--- src/sv/htp_pkg.sv ---
// Shared types, widths, codes and reset values for the heading turn PID core.
`timescale 1ns / 1ps

package htp_pkg;

	localparam int CMD_W      = 1;
	localparam int DIR_W      = 2;
	localparam int HEADING_W  = 17;
	localparam int DRIVE_W    = 16;
	localparam int TARGET_W   = 9;
	localparam int COEF_W     = 32;
	localparam int LIMIT_W    = 15;
	localparam int DONE_WIN_W = 12;
	localparam int SNAP_WIN_W = 6;
	localparam int ACC_W      = 64;
	localparam int CFG_IDX_W  = 3;
	localparam int CFG_DATA_W = 32;
	localparam int IN_DATA_W  = 24;
	localparam int OUT_DATA_W = 48;

	localparam int ANGLE_FRAC_BITS_DEF = 6;
	localparam int COEF_FRAC_BITS_DEF  = 24;

	localparam int DEG_QUARTER       = 90;
	localparam int DEG_HALF          = 180;
	localparam int DEG_THREE_QUARTER = 270;
	localparam int DEG_FULL          = 360;

	localparam logic [DIR_W-1:0] DIR_RIGHT = 2'd0;
	localparam logic [DIR_W-1:0] DIR_LEFT  = 2'd1;
	localparam logic [DIR_W-1:0] DIR_BACK  = 2'd2;

	localparam logic signed [COEF_W-1:0] COEF_NOW_RST   = 32'sd838907403;
	localparam logic signed [COEF_W-1:0] COEF_PREV_RST  = -32'sd838814197;
	localparam logic signed [COEF_W-1:0] COEF_PREV2_RST = 32'sd0;
	localparam logic [LIMIT_W-1:0]       DRIVE_LIMIT_RST = 15'd6000;
	localparam logic [DONE_WIN_W-1:0]    DONE_WINDOW_RST = 12'd7;
	localparam logic [SNAP_WIN_W-1:0]    SNAP_WINDOW_RST = 6'd2;

	typedef enum logic [CMD_W-1:0] {
		CMD_START  = 1'b0,
		CMD_SAMPLE = 1'b1
	} cmd_t;

	typedef enum logic [CFG_IDX_W-1:0] {
		CFG_COEF_NOW    = 3'd0,
		CFG_COEF_PREV   = 3'd1,
		CFG_COEF_PREV2  = 3'd2,
		CFG_DRIVE_LIMIT = 3'd3,
		CFG_DONE_WINDOW = 3'd4,
		CFG_SNAP_WINDOW = 3'd5
	} cfg_idx_t;

	typedef enum logic [1:0] {
		KIND_START,
		KIND_IDLE,
		KIND_PID
	} kind_t;

	typedef struct packed {
		kind_t kind;
		logic  done;
		logic  neg;
	} item_ctl_t;

	typedef struct packed {
		logic signed [COEF_W-1:0] coef_now;
		logic signed [COEF_W-1:0] coef_prev;
		logic signed [COEF_W-1:0] coef_prev2;
		logic [LIMIT_W-1:0]       drive_limit;
		logic [DONE_WIN_W-1:0]    done_window;
		logic [SNAP_WIN_W-1:0]    snap_window;
	} cfg_t;

	// Width of the whole-degree target before reduction.
	function automatic int turn_w(input int a);
		turn_w = ((HEADING_W > 10 + a) ? HEADING_W : 10 + a) + 1 - a;
	endfunction

	// Width of the signed heading error.
	function automatic int err_w(input int a);
		err_w = ((TARGET_W + a > HEADING_W) ? TARGET_W + a : HEADING_W) + 2;
	endfunction

endpackage

--- src/sv/htp_accum.sv ---
// Third stage: saturating 64-bit drive accumulator.
`timescale 1ns / 1ps

module htp_accum #(
	parameter int ANGLE_FRAC_BITS = htp_pkg::ANGLE_FRAC_BITS_DEF,
	localparam int EW = htp_pkg::err_w(ANGLE_FRAC_BITS),
	localparam int PW = htp_pkg::COEF_W + EW
) (
	input  logic                               clk,
	input  logic                               arst_n,
	input  logic                               in_v,
	output logic                               in_take,
	input  htp_pkg::item_ctl_t                 ctl_s3,
	input  logic [htp_pkg::TARGET_W-1:0]       tgt_s3,
	input  logic signed [PW-1:0]               p0_s3,
	input  logic signed [PW-1:0]               p1_s3,
	input  logic signed [PW-1:0]               p2_s3,
	output logic                               out_v,
	input  logic                               out_take,
	output htp_pkg::item_ctl_t                 ctl_s4,
	output logic [htp_pkg::TARGET_W-1:0]       tgt_s4,
	output logic signed [htp_pkg::ACC_W-1:0]   acc_s4
);

	localparam int SW = PW + 2;
	localparam int AW = htp_pkg::ACC_W;

	logic                 v_s4;
	logic                 load;
	logic signed [AW-1:0] acc_q;
	logic signed [SW-1:0] sum_c;
	logic signed [AW:0]   wide_c;
	logic signed [AW-1:0] sat_c;

	assign in_take = !v_s4 || out_take;
	assign load    = in_v && in_take;
	assign out_v   = v_s4;

	always_comb begin
		sum_c  = SW'(p0_s3) + SW'(p1_s3) + SW'(p2_s3);
		wide_c = (AW + 1)'(acc_q) + (AW + 1)'(sum_c);
		// The top two bits differ only when the sum left the 64-bit range.
		if (wide_c[AW] != wide_c[AW-1]) begin
			sat_c = wide_c[AW] ? {1'b1, {(AW-1){1'b0}}} : {1'b0, {(AW-1){1'b1}}};
		end else begin
			sat_c = wide_c[AW-1:0];
		end
	end

	always_ff @(posedge clk or negedge arst_n) begin
		if (!arst_n) begin
			v_s4  <= 1'b0;
			acc_q <= '0;
		end else begin
			if (in_take) begin
				v_s4 <= in_v;
			end
			if (load) begin
				case (ctl_s3.kind)
					htp_pkg::KIND_START: acc_q <= '0;
					htp_pkg::KIND_PID:   acc_q <= sat_c;
					default:             acc_q <= acc_q;
				endcase
			end
		end
	end

	always_ff @(posedge clk) begin
		if (load) begin
			ctl_s4 <= ctl_s3;
			tgt_s4 <= tgt_s3;
			acc_s4 <= sat_c;
		end
	end

endmodule

--- config.mk ---
export PLATFORM = sky130hd
export DESIGN_NAME = htp_accum
export DESIGN_NICKNAME = d
export VERILOG_FILES = /design/src/sv/htp_pkg.sv /design/src/sv/htp_accum.sv
export SDC_FILE = /design/constraint.sdc
export NUM_CORES = 1
export LEC_CHECK = 0
export ABC_AREA = 1
export BUFFER_PORTS_ARGS = -buffer_cell sky130_fd_sc_hd__buf_4
export CAP_MARGIN = 20
export CELL_PAD_IN_SITES_DETAIL_PLACEMENT = 1
export CELL_PAD_IN_SITES_GLOBAL_PLACEMENT = 2
export CORE_MARGIN = 8
export CORE_UTILIZATION = 35
export CTS_CLUSTER_DIAMETER = 80
export DETAILED_ROUTE_END_ITERATION = 12
export GPL_TIMING_DRIVEN = 0
export HOLD_SLACK_MARGIN = 0.02
export PLACE_DENSITY_LB_ADDON = 0.1
export SLEW_MARGIN = 0
export SYNTH_ARGS = -nofsm -noshare
export SYNTH_HDL_FRONTEND = slang
export SYNTH_SLANG_ARGS = --single-unit
--- constraint.sdc ---
create_clock -name clk -period 7.8 [get_ports clk]
set_input_delay 1.56 -clock clk [delete_from_list [all_inputs] [get_ports clk]]
set_output_delay 1.56 -clock clk [all_outputs]
set_load 0.1 [all_outputs]
# After elaboration in Yosys (flattened, before gate mapping)
# Index checks and enable logic that the tools add are counted.
# W data, S select, Z words.
word_totals:
  ff_bits: 142
  input_bits: 170
  wordCells: 21
op_classes:
  eq_ne: 2
  muxes: 3
  n_reduce_logical: 6
  add_sub_neg: 3
op_table:
  columns: ["op", "count"]
  rows:
  - ["$mux W64", 2]
  - ["$pmux W64 S2", 1]
  - ["$add A64 B53 Y65", 1]
  - ["$add A52 B51 Y53", 1]
  - ["$add A51 B51 Y52", 1]
  - ["$eq A2 B2 Y1 const B", 1]
  - ["$logic_not A2 Y1", 1]
  - ["$reduce_and A2 Y1", 1]
  - ["$reduce_bool A2 Y1", 1]
  - ["$logic_and A1 B1 Y1", 1]
  - ["$logic_not A1 Y1", 1]
  - ["$logic_or A1 B1 Y1", 1]
  - ["$ne A1 B1 Y1", 1]

# Longest topological paths before layout
# Gate-level depths: netlist of run 1.
logic_depth:
  ltp_word: 6
  depth_mapped: 25

# Worst setup path after synthesis of run 1
# No wires, ideal clock.
synth_path:
  kind: "in2reg"
  startpoint: "input p0_s3[50]"
  endpoint: "register acc_s4[42] (netlist name), data pin"
  stages: 16
  arrival_ps: 4652
  path_slack_ps: 2888
  cell_sequence: "fa_1 -> fa_1 -> ha_1 -> nand2_1 -> inv_1 -> a21oi_1 -> nand2_1 -> nand2_1 -> nand2_1 -> a21oi_1 -> nand2_1 -> nand2_1 -> nand2_4 -> nor2_8 -> buf_6 -> o21ai_2"
synth_via:
  elab_chain_len: 5
synth_lines:
  columns: ["item", "line", "source"]
  rows:
  - ["start: declaration", "htp_accum.sv:15", "input logic signed [PW-1:0] p0_s3,"]
  - ["$add A51 B51 Y52 (*)", "htp_accum.sv:40", "sum_c = SW'(p0_s3) + SW'(p1_s3) + SW'(p2_s3);"]
  - ["$add A52 B51 Y53 (*)", "htp_accum.sv:40", null]
  - ["$add A64 B53 Y65 (*)", "htp_accum.sv:41", "wide_c = (AW + 1)'(acc_q) + (AW + 1)'(sum_c);"]
  - ["$mux W64 or $ne A1 B1 Y1 (tied branches)", "htp_accum.sv:44, htp_accum.sv:43", null]
  - ["$mux W64 (*)", "htp_accum.sv:43", "if (wide_c[AW] != wide_c[AW-1]) begin"]
  - ["named net sat_c[42]", "htp_accum.sv:33", "logic signed [AW-1:0] sat_c;"]
  - ["end signal: assignment", "htp_accum.sv:72", "acc_s4 <= sat_c;"]
  - ["end: declaration", "htp_accum.sv:22", "output logic signed [htp_pkg::ACC_W-1:0] acc_s4"]
# The timed path passes the listed nets; every way through them passes the cells marked *.
# A chain may end at the register's enable or synchronous reset.

# Worst setup path after layout of run 1
layout_path:
  startpoint: "input p0_s3[50]"
  endpoint: "register acc_q[40]"
layout_via:
  elab_chain_len: 6
layout_lines:
  columns: ["item", "line", "source"]
  rows:
  - ["$add A51 B51 Y52 (*)", "htp_accum.sv:40", null]
  - ["$add A52 B51 Y53 (*)", "htp_accum.sv:40", null]
  - ["$add A64 B53 Y65 (*)", "htp_accum.sv:41", null]
  - ["$mux W64 or $ne A1 B1 Y1 (tied branches)", "htp_accum.sv:44, htp_accum.sv:43", null]
  - ["$mux W64 (*)", "htp_accum.sv:43", null]
  - ["named net sat_c[40]", "htp_accum.sv:33", null]
  - ["$pmux W64 S2 (*)", "htp_accum.sv:59", "case (ctl_s3.kind)"]
  - ["end signal: assignment", "htp_accum.sv:61", "htp_pkg::KIND_PID: acc_q <= sat_c;"]
  - ["end signal: assignment", "htp_accum.sv:62", "default: acc_q <= acc_q;"]
  - ["end: declaration", "htp_accum.sv:30", "logic signed [AW-1:0] acc_q;"]
# Marked as above.

==> results.md, run 1 <==
- Status: finished, final reports clean
- Sequential standard cell area: 3940 um^2
- Critical path launch point type: primary input
- Number of warnings reported in the yosys synthesis log: 0
- Number of buffers created by CTS: 17
- Arr. time, crit path: 5780 ps
- Instance count of the mapped netlist: 1908
- GRT Util Overall: 0.223
- Area inside the core boundary: 39700 um^2
- Category of the worst setup path capture point: flip-flop
- Minimum period implied by the final worst setup slack: 5400 ps
- Data required time at the worst endpoint: 8180 ps
- Clk Tree Root Cell: sky130_fd_sc_hd__clkbuf_16
- Worst Setup Slack post-DPL: 1860 ps
- DRT antenna net count: 0
- Dominant delay contributor by cell family on the critical path: adder cells
- Gpl congestion: 0.913
- Most frequent standard cell in the layout excluding fill and tap cells: sky130_fd_sc_hd__nand2_1
- Upper clock frequency limit: 185 MHz
- Dominant cell type by count on the critical path: sky130_fd_sc_hd__nand2_1
- Post-Synthesis Net Count: 2257
- Critical path start-end classification: in2reg
- DRC: 0
- Routed wirelength normalized by instance count: 18.9 um
- Crit-path slowest cell: sky130_fd_sc_hd__fa_1
- Area contributors post-synth: sky130_fd_sc_hd__edfxtp_1 (16%), sky130_fd_sc_hd__fa_1 (16%), sky130_fd_sc_hd__nand2_1 (16%), sky130_fd_sc_hd__inv_1 (13%), sky130_fd_sc_hd__dfrtp_1 (12%)
- Total of hold buffers inserted after clock tree synthesis: 0
- Final slew viol count: 0
- Buffers from clock root to sink, at most: 2
- Period utilisation layout: 0.693
- Cell Rows: 73
- Number of diodes: 0
- HPWL after DPL: 44300 um
- Cell taking the most area after synthesis: sky130_fd_sc_hd__edfxtp_1
- Drt first pass iters: 5
- Synth async-reset ratio: 0.458
- Pin count of the biggest net entering global routing: 66
- CTS tree: done
- Port Buffer Count: 248
- Post-layout nets: 2526
- Number of vias in the routed layout: 12.6k
- Syn Std Cell Area: 14100 um^2
- Maximum Capacitance Violations: 0
- Worst min-delay path category: reg2reg
- Slew of the pin with the lowest slew margin: 969 ps
- Number of resized instances in the post-cts repair step: 0
- WP buf/inv: 3
- DP Area: 16600 um^2
- CTS sink cnt: 142
- Routed via count divided by cell count: 4.65
- Number of enable flip-flop cells after synthesis: 77
- Initial Util: 0.355
- Fillers: 5038
- DRT Wirelength: 51300 um
- Area grow syn2layout: 22.4%
- Wire length of the first global-routing pass: 80000 um
- Setup-failing EPs final: 0
- Vias in the first global route: 13.8k
- Clk Latency, worst-skew pair: 470 ps
- Post-synthesis average cell area: 7.38 um^2
- Summed area of non-filler cells in the final layout: 17200 um^2
- Number of setup buffers added after CTS: 0
- Register area share after synthesis: 0.280
- CTS H-tree depth: 4
- Area of the die: 46900 um^2
- Congestion Overflow GR: 0
- Unrepaired setup endpoints after global routing: no
- CP max FO: 14
- Clock Skew: 10.4 ps
- Fraction of layout instances using a drive strength above 1: 0.181
- Synth top area share: 0.164
- Most frequent cells in the layout: sky130_fd_sc_hd__nand2_1 (604), sky130_fd_sc_hd__inv_1 (478), sky130_fd_sc_hd__buf_4 (249)
- Worst setup slack after layout: 2400 ps
- Register bit count reported by yosys: 142
- I/O pins: 249
- Hold Vio Cnt, Final: 0
- Area used by multi-input combinational logic: 8150 um^2
- Worst stage delay on the critical path: 1110 ps
- Number of antenna violations at the first check in global routing: 1
- Register clock-pin slew on the reported worst setup and hold paths: 70 ps
- Library cells used by synthesis: 39
- Die span in y: 217 um
- Die X: 217 um
- Number of DRC markers in iteration 0: 627
- Slew Limit Headroom: 0.352
- Crit-path cells: buf_4 > fa_1 > fa_1 > ha_1 > a21oi_1 > nand2_1 > nand2_1 > nand2_1 > nand2_1 > nand2_1 > a21oi_1 > nand2_1 > nand2_1 > nand2_1 > nand2_2 > buf_6 > buf_8 > nand2_2 > nand2_2 > nand2_1 > o21ai_1
- Top FF cell, synth: sky130_fd_sc_hd__edfxtp_1
- Final sum of negative setup slack: 0 ps
state kept, by name, indices dropped and copies added, names as in the netlist:
register  flops
tgt_s4        9
out_v         1
ctl_s4        4
acc_s4       64
acc_q        64
worst min-delay path, delay by kind of cell, from the launching register on:
family | cells | cell delay, ps
DFF | 1 | 340
and+or+nand+nor | 2 | 100
stage by stage:
stage | cells | hold slack [ps] | utilization
6_report | 2715 | 480 | 0.434
3_5_place_dp | 2682 | 465 | 0.419
4_1_cts | 2714 | 484 | 0.433
2_1_floorplan | 1908 | 449 | -
5_1_grt | 2715 | 504 | 0.434
3_3_place_gp | 2681 | 462 | 0.418
final cells by class:
class	count	share of cell area
Tap cell	525	0.0381
Multi-Input combinational cell	1257	0.472
Timing Repair Buffer	250	0.111
Clock inverter	15	0.00914
Buffer	24	0.0106
Clock buffer	17	0.0247
Inverter	485	0.106
Sequential cell	142	0.228
logic make-up after synthesis:
group / Yosys count / share of synthesized area
compound gates: 170 / 0.0723
xor+xnor: 38 / 0.0236
fa+ha+maj: 179 / 0.220
buf+inv: 509 / 0.142
flops: 142 / 0.280
simple gates: 870 / 0.262
worst paths after layout:
check                                      start               endpoint  slack (ps)  depth (start not counted)
setup reg to reg            acc_q[1]$_DFFE_PN0P_  acc_q[40]$_DFFE_PN0P_        3980                         24
min in group asynchronous                 arst_n   acc_q[9]$_DFFE_PN0P_        1040                          1
max in group asynchronous                 arst_n  acc_q[54]$_DFFE_PN0P_        6160                          2
hold / removal             acc_q[43]$_DFFE_PN0P_  acc_q[43]$_DFFE_PN0P_         480                          2
setup / recovery                       p0_s3[50]  acc_q[40]$_DFFE_PN0P_        2400                         21
hold reg to reg            acc_q[43]$_DFFE_PN0P_  acc_q[43]$_DFFE_PN0P_         480                          2
metal layers:
layer	up-vias	global-route usage	part of all wire
met3	32	0.0309	0.035
met2	238	0.366	0.47
met5	-	0	0
li1	6202	-	-
met4	0	0.0507	0.012
met1	6149	0.307	0.49
synth_stat cells (7+ instances only):
| cell type | number |
|---|---|
| sky130_fd_sc_hd__a21oi_1 | 69 |
| sky130_fd_sc_hd__buf_6 | 8 |
| sky130_fd_sc_hd__dfrtp_1 | 65 |
| sky130_fd_sc_hd__edfxtp_1 | 77 |
| sky130_fd_sc_hd__fa_1 | 115 |
| sky130_fd_sc_hd__ha_1 | 64 |
| sky130_fd_sc_hd__inv_1 | 479 |
| sky130_fd_sc_hd__nand2_1 | 604 |
| sky130_fd_sc_hd__nand2_2 | 36 |
| sky130_fd_sc_hd__nand2_4 | 12 |
| sky130_fd_sc_hd__nand3_1 | 43 |
| sky130_fd_sc_hd__nand3b_1 | 13 |
| sky130_fd_sc_hd__nor2_1 | 120 |
| sky130_fd_sc_hd__nor2_2 | 7 |
| sky130_fd_sc_hd__nor3_1 | 15 |
| sky130_fd_sc_hd__o21ai_0 | 33 |
| sky130_fd_sc_hd__o21ai_1 | 14 |
| sky130_fd_sc_hd__o21ai_2 | 22 |
| sky130_fd_sc_hd__o21bai_1 | 26 |
| sky130_fd_sc_hd__xnor2_1 | 7 |
| sky130_fd_sc_hd__xor2_1 | 31 |
Power of run 1 is left out: the tool's default activity adds up to more than one toggle a clock period on the data nets, which glitch-free logic cannot reach.
==> run 2, diff against run 1 <==
- ABC_AREA: 1 -> 0
- CORE_UTILIZATION: 35 -> 31
- clock period: 7.8 -> 4.8 ns (I/O delays scaled with it)
==> results.md, run 2 <==
- Upper clock frequency limit: 200 MHz
- Final slew viol count: 0
- HPWL after DPL: 32600 um
- Top FF cell, synth: sky130_fd_sc_hd__edfxtp_1
- Maximum Capacitance Violations: 0
- Register area share after synthesis: 0.325
- Arr. time, crit path: 5210 ps
- Clk Tree Root Cell: sky130_fd_sc_hd__clkbuf_16
- Pin count of the biggest net entering global routing: 66
- Placed cell count: 2065
- Library cells used by synthesis: 63
- Buffers from clock root to sink, at most: 2
- Clock Skew: 13.8 ps
- Critical register-to-register path endpoint: acc_s4[28]$_DFFE_PP_
- Port Buffer Count: 248
- DRC: 0
- Number of buffers created by CTS: 17
- Critical path start-end classification: in2reg
- Routed via count divided by cell count: 4.74
- DRT Wirelength: 42900 um
- GRT Util Overall: 0.187
- Cell Rows: 72
- Register bit count reported by yosys: 142
- Clk Latency, worst-skew pair: 450 ps
- Number of antenna violations at the first check in global routing: 0
- Critical path launch point type: primary input
- Synth async-reset ratio: 0.458
- Area grow syn2layout: 42.6%
- Met1 wire length: 19000 um
- Worst min-delay path category: in2async
- CTS tree: done
- DP Area: 14900 um^2
- Number of warnings reported in the yosys synthesis log: 0
- Total of hold buffers inserted after clock tree synthesis: 0
- Area of the die: 45700 um^2
- Register clock-pin slew on the reported worst setup and hold paths: 70 ps
- Violated checks: negative setup slack
- Slew Limit Headroom: 0.313
- Slew of the pin with the lowest slew margin: 1030 ps
- Slack of the worst reg-to-reg path: 420 ps
- Die span in y: 214 um
- Number of vias in the routed layout: 10.2k
- Summed area of non-filler cells in the final layout: 17300 um^2
- Total met2 wirelength after detailed routing: 21800 um
- Congestion Overflow GR: 0
- Number of DRC markers in iteration 0: 365
- CTS sink cnt: 142
- Synth top area share: 0.191
- Area contributors post-synth: sky130_fd_sc_hd__edfxtp_1 (19%), sky130_fd_sc_hd__fa_1 (19%), sky130_fd_sc_hd__dfrtp_1 (13%), sky130_fd_sc_hd__inv_1 (9.5%), sky130_fd_sc_hd__ha_1 (6.6%)
- DR WL met3: 1590 um
- Post-synthesis average cell area: 9.33 um^2
- Cell taking the most area after synthesis: sky130_fd_sc_hd__edfxtp_1
- Post-Synthesis Net Count: 1647
- Status: complete, but fails checks
- Depth of the worst register-to-register path: 18
- Die X: 214 um
- Category of the worst setup path capture point: flip-flop
- Gpl congestion: 0.809
- Data required time at the worst endpoint: 5000 ps
- Period utilisation layout: 1.04
- Fillers: 4353
- Top flop regs: acc_q (64), acc_s4 (64), tgt_s4 (9)
- Top cells by instance count after synthesis: sky130_fd_sc_hd__inv_1 (308), sky130_fd_sc_hd__nor2_1 (119), sky130_fd_sc_hd__fa_1 (115)
- Most numerous cell in the Yosys netlist: sky130_fd_sc_hd__inv_1
- Most frequent cells in the layout: sky130_fd_sc_hd__inv_1 (295), sky130_fd_sc_hd__buf_4 (289), sky130_fd_sc_hd__fa_1 (111)
- Wire length of the first global-routing pass: 65300 um
- Syn Std Cell Area: 12100 um^2
- DRT antenna net count: 0
- Worst setup slack after layout: -206 ps
- Vias in the first global route: 11.5k
- Non-filler instance count after layout: 2159
- Highest signal layer in the routed design: met4
- Drt first pass iters: 5
- Minimum period implied by the final worst setup slack: 5010 ps
- Final sum of negative setup slack: -19050 ps
- Post-layout nets: 1977
- Instance count of the mapped netlist: 1298
- Setup-failing EPs final: 123
- Area used by multi-input combinational logic: 7920 um^2
- Crit Reg-Reg Startpoint: acc_q[2]$_DFFE_PN0P_
- Fraction of the core area covered by cells at the end of the flow: 0.447
- Unrepaired setup endpoints after global routing: yes
- I/O pins: 249
- Routed wirelength normalized by instance count: 19.9 um
- Area inside the core boundary: 38600 um^2
- Sequential standard cell area: 3940 um^2
- Most frequent standard cell in the layout excluding fill and tap cells: sky130_fd_sc_hd__inv_1
- Number of enable flip-flop cells after synthesis: 77
- Number of diodes: 0
- CP max FO: 6
- CTS H-tree depth: 4
- Hold Vio Cnt, Final: 0
- Initial Util: 0.313
- Fraction of layout instances using a drive strength above 1: 0.335
## run 2: changes by cell type after synthesis, moves of 13 or more
| cell | before | now |
|---|---|---|
| sky130_fd_sc_hd__a21o_1 | 0 | 44 |
| sky130_fd_sc_hd__a22o_1 | 0 | 14 |
| sky130_fd_sc_hd__clkbuf_1 | 6 | 26 |
| sky130_fd_sc_hd__inv_1 | 479 | 308 |
| sky130_fd_sc_hd__maj3_1 | 0 | 14 |
| sky130_fd_sc_hd__nand2_1 | 604 | 75 |
| sky130_fd_sc_hd__nand2_2 | 36 | 0 |
| sky130_fd_sc_hd__nand3_1 | 43 | 8 |
| sky130_fd_sc_hd__nand3b_1 | 13 | 0 |
| sky130_fd_sc_hd__o21ai_0 | 33 | 50 |
| sky130_fd_sc_hd__o21ai_2 | 22 | 1 |
| sky130_fd_sc_hd__o21bai_1 | 26 | 12 |
| sky130_fd_sc_hd__o22ai_1 | 0 | 37 |
| sky130_fd_sc_hd__xnor2_1 | 7 | 39 |
## run 2: metrics by stage
step | hold WS, ps | setup WS [ps]
floorplan | 462 | -323
global placement | 480 | -1400
detailed placement | 487 | -1370
CTS | 503 | -289
global route | 438 | -332
finish | 422 | -206
## run 2: layout make-up
cell class                 count  share of cell area
tap                          518              0.0375
multi-input combinational    806               0.459
buffer                        41              0.0229
timing repair buffer         311               0.151
inverter                     309              0.0677
sequential                   142               0.228
clock inverter                15             0.00978
clock buffer                  17              0.0246
## run 2: what timing repair did
item | 4_1_cts | 5_1_grt
pin swaps | 50 | 63
gates resized for setup | 124 | 142
endpoints found under the setup margin | 128 | 128
hold endpoints to repair | 0 | 0
setup buffers | 40 | 13
gates cloned | 3 | 6
## run 2: worst max-delay path: stages
cell and delay, ps:
sky130_fd_sc_hd__buf_6 70, sky130_fd_sc_hd__inv_2 30, sky130_fd_sc_hd__fa_1 480, sky130_fd_sc_hd__fa_1 540
sky130_fd_sc_hd__inv_2 50, sky130_fd_sc_hd__ha_4 220, sky130_fd_sc_hd__a211o_4 350, sky130_fd_sc_hd__a2111oi_4 370
sky130_fd_sc_hd__nor3b_2 100, sky130_fd_sc_hd__o211ai_2 240, sky130_fd_sc_hd__a22o_4 190, sky130_fd_sc_hd__o21ai_4 70
sky130_fd_sc_hd__a31o_4 250, sky130_fd_sc_hd__a221oi_4 350, sky130_fd_sc_hd__xnor2_4 140, sky130_fd_sc_hd__buf_6 140
sky130_fd_sc_hd__a21oi_4 210, sky130_fd_sc_hd__buf_12 190, sky130_fd_sc_hd__clkbuf_16 180, sky130_fd_sc_hd__nor2_2 50
## run 2: worst max path at each step
stage / start / end / slack (ps) / cells past startpoint
after floorplan: p0_s3[2] / acc_s4[1]$_DFFE_PP_ / -320 / 20
after global placement: p0_s3[50] / acc_s4[13]$_DFFE_PP_ / -1400 / 14
after detailed placement: p0_s3[50] / acc_s4[13]$_DFFE_PP_ / -1370 / 14
after CTS: p1_s3[2] / acc_s4[50]$_DFFE_PP_ / -290 / 21
after global routing: p1_s3[2] / acc_q[2]$_DFFE_PN0P_ / -330 / 21
final: p1_s3[2] / acc_s4[28]$_DFFE_PP_ / -210 / 20
## run 2: per-layer routing
layer | GRT usage | vias to the layer above
met1 | 0.237 | 5131
met3 | 0.0288 | 34
met5 | 0 | -
met4 | 0.0428 | 0
met2 | 0.333 | 181
li1 | - | 4892
## run 2: logic make-up after synthesis
group	Yosys count	share of synthesized area
xor+xnor	60	0.0440
simple gates	257	0.0925
flops	142	0.325
compound gates	296	0.159
fa+ha+maj	193	0.268
buf+inv	350	0.112
Power of run 2 is left out for the same reason.
==> run 3, diff against run 2 <==
- CELL_PAD_IN_SITES_DETAIL_PLACEMENT: 1 -> not set
- CELL_PAD_IN_SITES_GLOBAL_PLACEMENT: 2 -> not set
- CORE_UTILIZATION: 31 -> 51
- PLACE_DENSITY: not set -> 0.78
- PLACE_DENSITY_LB_ADDON: 0.1 -> not set
==> results.md, run 3 (synthesis gave the netlist of run 2 again) <==
- Status: complete, but fails checks
- Violated checks: negative setup slack
- Number of antenna violations at the first check in global routing: 0
- Clock Skew: 12.1 ps
- GRT Util Overall: 0.260
- Depth of the worst register-to-register path: 19
- Initial Util: 0.518
- Worst Setup Slack post-DPL: -1390 ps
- Area of the die: 28900 um^2
- Critical path launch point type: primary input
- Unrepaired setup endpoints after global routing: yes
- Placed cell count: 1866
- Number of diodes: 0
- Worst setup slack after layout: -359 ps
- Most frequent standard cell in the layout excluding fill and tap cells: sky130_fd_sc_hd__buf_4
- Worst min-delay path category: reg2reg
- Post-layout nets: 2005
- Crit-path slowest cell: sky130_fd_sc_hd__fa_1
- Non-filler instance count after layout: 1988
- Critical register-to-register path endpoint: acc_s4[49]$_DFFE_PP_
- Vias in the first global route: 11.5k
- Die span in y: 170 um
- CP max FO: 6
- Period utilisation layout: 1.07
- Number of vias in the routed layout: 11.0k
- CTS H-tree depth: 4
- Final slew viol count: 0
- Crit Reg-Reg Startpoint: acc_q[2]$_DFFE_PN0P_
- Area inside the core boundary: 23400 um^2
- Slack of the worst reg-to-reg path: 280 ps
- Worst stage delay on the critical path: 570 ps
- Number of DRC markers in iteration 0: 767
- Routed wirelength normalized by instance count: 20.4 um
- Clk Tree Root Cell: sky130_fd_sc_hd__clkbuf_16
- Pin count of the biggest net entering global routing: 66
- Data required time at the worst endpoint: 5090 ps
- Min-Delay Path Depth: 1
- Critical path start-end classification: in2reg
- Slew of the pin with the lowest slew margin: 1130 ps
- Maximum Capacitance Violations: 0
- DRT antenna net count: 0
- Fillers: 1572
- Hold Startpoint: acc_q[24]$_DFFE_PN0P_
- Slew Limit Headroom: 0.249
- Die X: 170 um
- Routed via count divided by cell count: 5.52
- Area grow syn2layout: 43.9%
- I/O pins: 249
- DRT Wirelength: 40700 um
- Category of the worst setup path capture point: flip-flop
- Worst slack on hold paths: 524 ps
- HPWL after DPL: 27100 um
- Arr. time, crit path: 5440 ps
- Drt first pass iters: 6
- Upper clock frequency limit: 194 MHz
- CTS tree: done
- Register clock-pin slew on the reported worst setup and hold paths: 60 ps
- Cell Rows: 56
- Number of buffers created by CTS: 17
- Setup-failing EPs final: 126
- Crit-path cells: buf_4 > inv_1 > fa_1 > fa_1 > inv_1 > ha_4 > o211a_4 > a2111oi_4 > nor3b_2 > o211ai_2 > a22o_4 > o21ai_4 > a31o_4 > a221oi_4 > xnor2_4 > inv_2 > nor3_4 > buf_6 > clkbuf_16 > nor2_4 > nor2_2
- Top flop regs: acc_q (64), acc_s4 (64), tgt_s4 (9)
- Port Buffer Count: 248
- Hold Vio Cnt, Final: 0
- Congestion Overflow GR: 0
- Fraction of layout instances using a drive strength above 1: 0.361
- DRC: 0
- CTS sink cnt: 142
- Buffers from clock root to sink, at most: 2
- Minimum period implied by the final worst setup slack: 5160 ps
- Min-Delay Endpoint: acc_q[24]$_DFFE_PN0P_
- Wire length of the first global-routing pass: 59200 um
- Gpl congestion: 0.912
- Most frequent cells in the layout: sky130_fd_sc_hd__buf_4 (293), sky130_fd_sc_hd__inv_1 (291), sky130_fd_sc_hd__fa_1 (111)
- Clk Latency, worst-skew pair: 430 ps
## run 3: changes by cell type in the layout (fill, tap and decap cells not counted), sizes merged
cell      before  now
clkbuf        49   46
clkinv         7    5
bufinv         3    2
clkinvlp       3    2
buf          319  351
inv          311  315
bufbuf         1    0
## run 3: metal layers
metal / vias to the layer above / routed length [um] / global-route usage
met1: 5378 / 16000 / 0.327
met4: 0 / 1440 / 0.0805
li1: 4938 / - / -
met5: - / 0 / 0
met2: 542 / 20100 / 0.445
met3: 115 / 3120 / 0.0507
## run 3: timing repair
| action | CTS | global route |
|---|---|---|
| setup endpoints to repair | 128 | 128 |
| gates cloned | 7 | 7 |
| setup buffers | 62 | 21 |
| hold buffers | 0 | 0 |
| gates resized for setup | 140 | 189 |
| pin swaps | 51 | 109 |
## run 3: cell type report
class	count	area [um^2]	share of cell area
inverters	309	1180	0.0675
clock inverters	15	161	0.00926
flip-flops and latches	142	3940	0.226
repair buffers	341	2930	0.168
plain buffers	39	415	0.0238
well taps	319	399	0.0229
multi-input cells	806	7990	0.458
clock buffers	17	425	0.0244
## run 3: worst max path at each step
stage,end,slack [ps],cells past startpoint,start
floorplan,acc_s4[1]$_DFFE_PP_,-320,20,p0_s3[2]
global placement,acc_s4[12]$_DFFE_PP_,-1460,14,p0_s3[50]
detailed placement,acc_s4[12]$_DFFE_PP_,-1390,14,p0_s3[50]
CTS,acc_s4[18]$_DFFE_PP_,-280,21,p1_s3[2]
global route,acc_s4[42]$_DFFE_PP_,-500,21,p0_s3[5]
finish,acc_s4[49]$_DFFE_PP_,-360,21,p1_s3[5]
## run 3: critical path: cells and delay by family
kind / cells / cell delay (ps)
compound gates: 7 / 1670
xor+xnor: 1 / 210
fa+ha+maj: 3 / 1320
buf+inv: 6 / 780
simple gates: 4 / 470
## run 3: stage by stage
stage	TNS, ps	util	instance area [um^2]
floorplan	-30780	-	12300
global placement	-159610	0.623	14600
detailed placement	-152470	0.624	14600
CTS	-25100	0.705	16500
global route	-53170	0.745	17400
finish	-38240	0.745	17400
Power of run 3 is left out for the same reason.
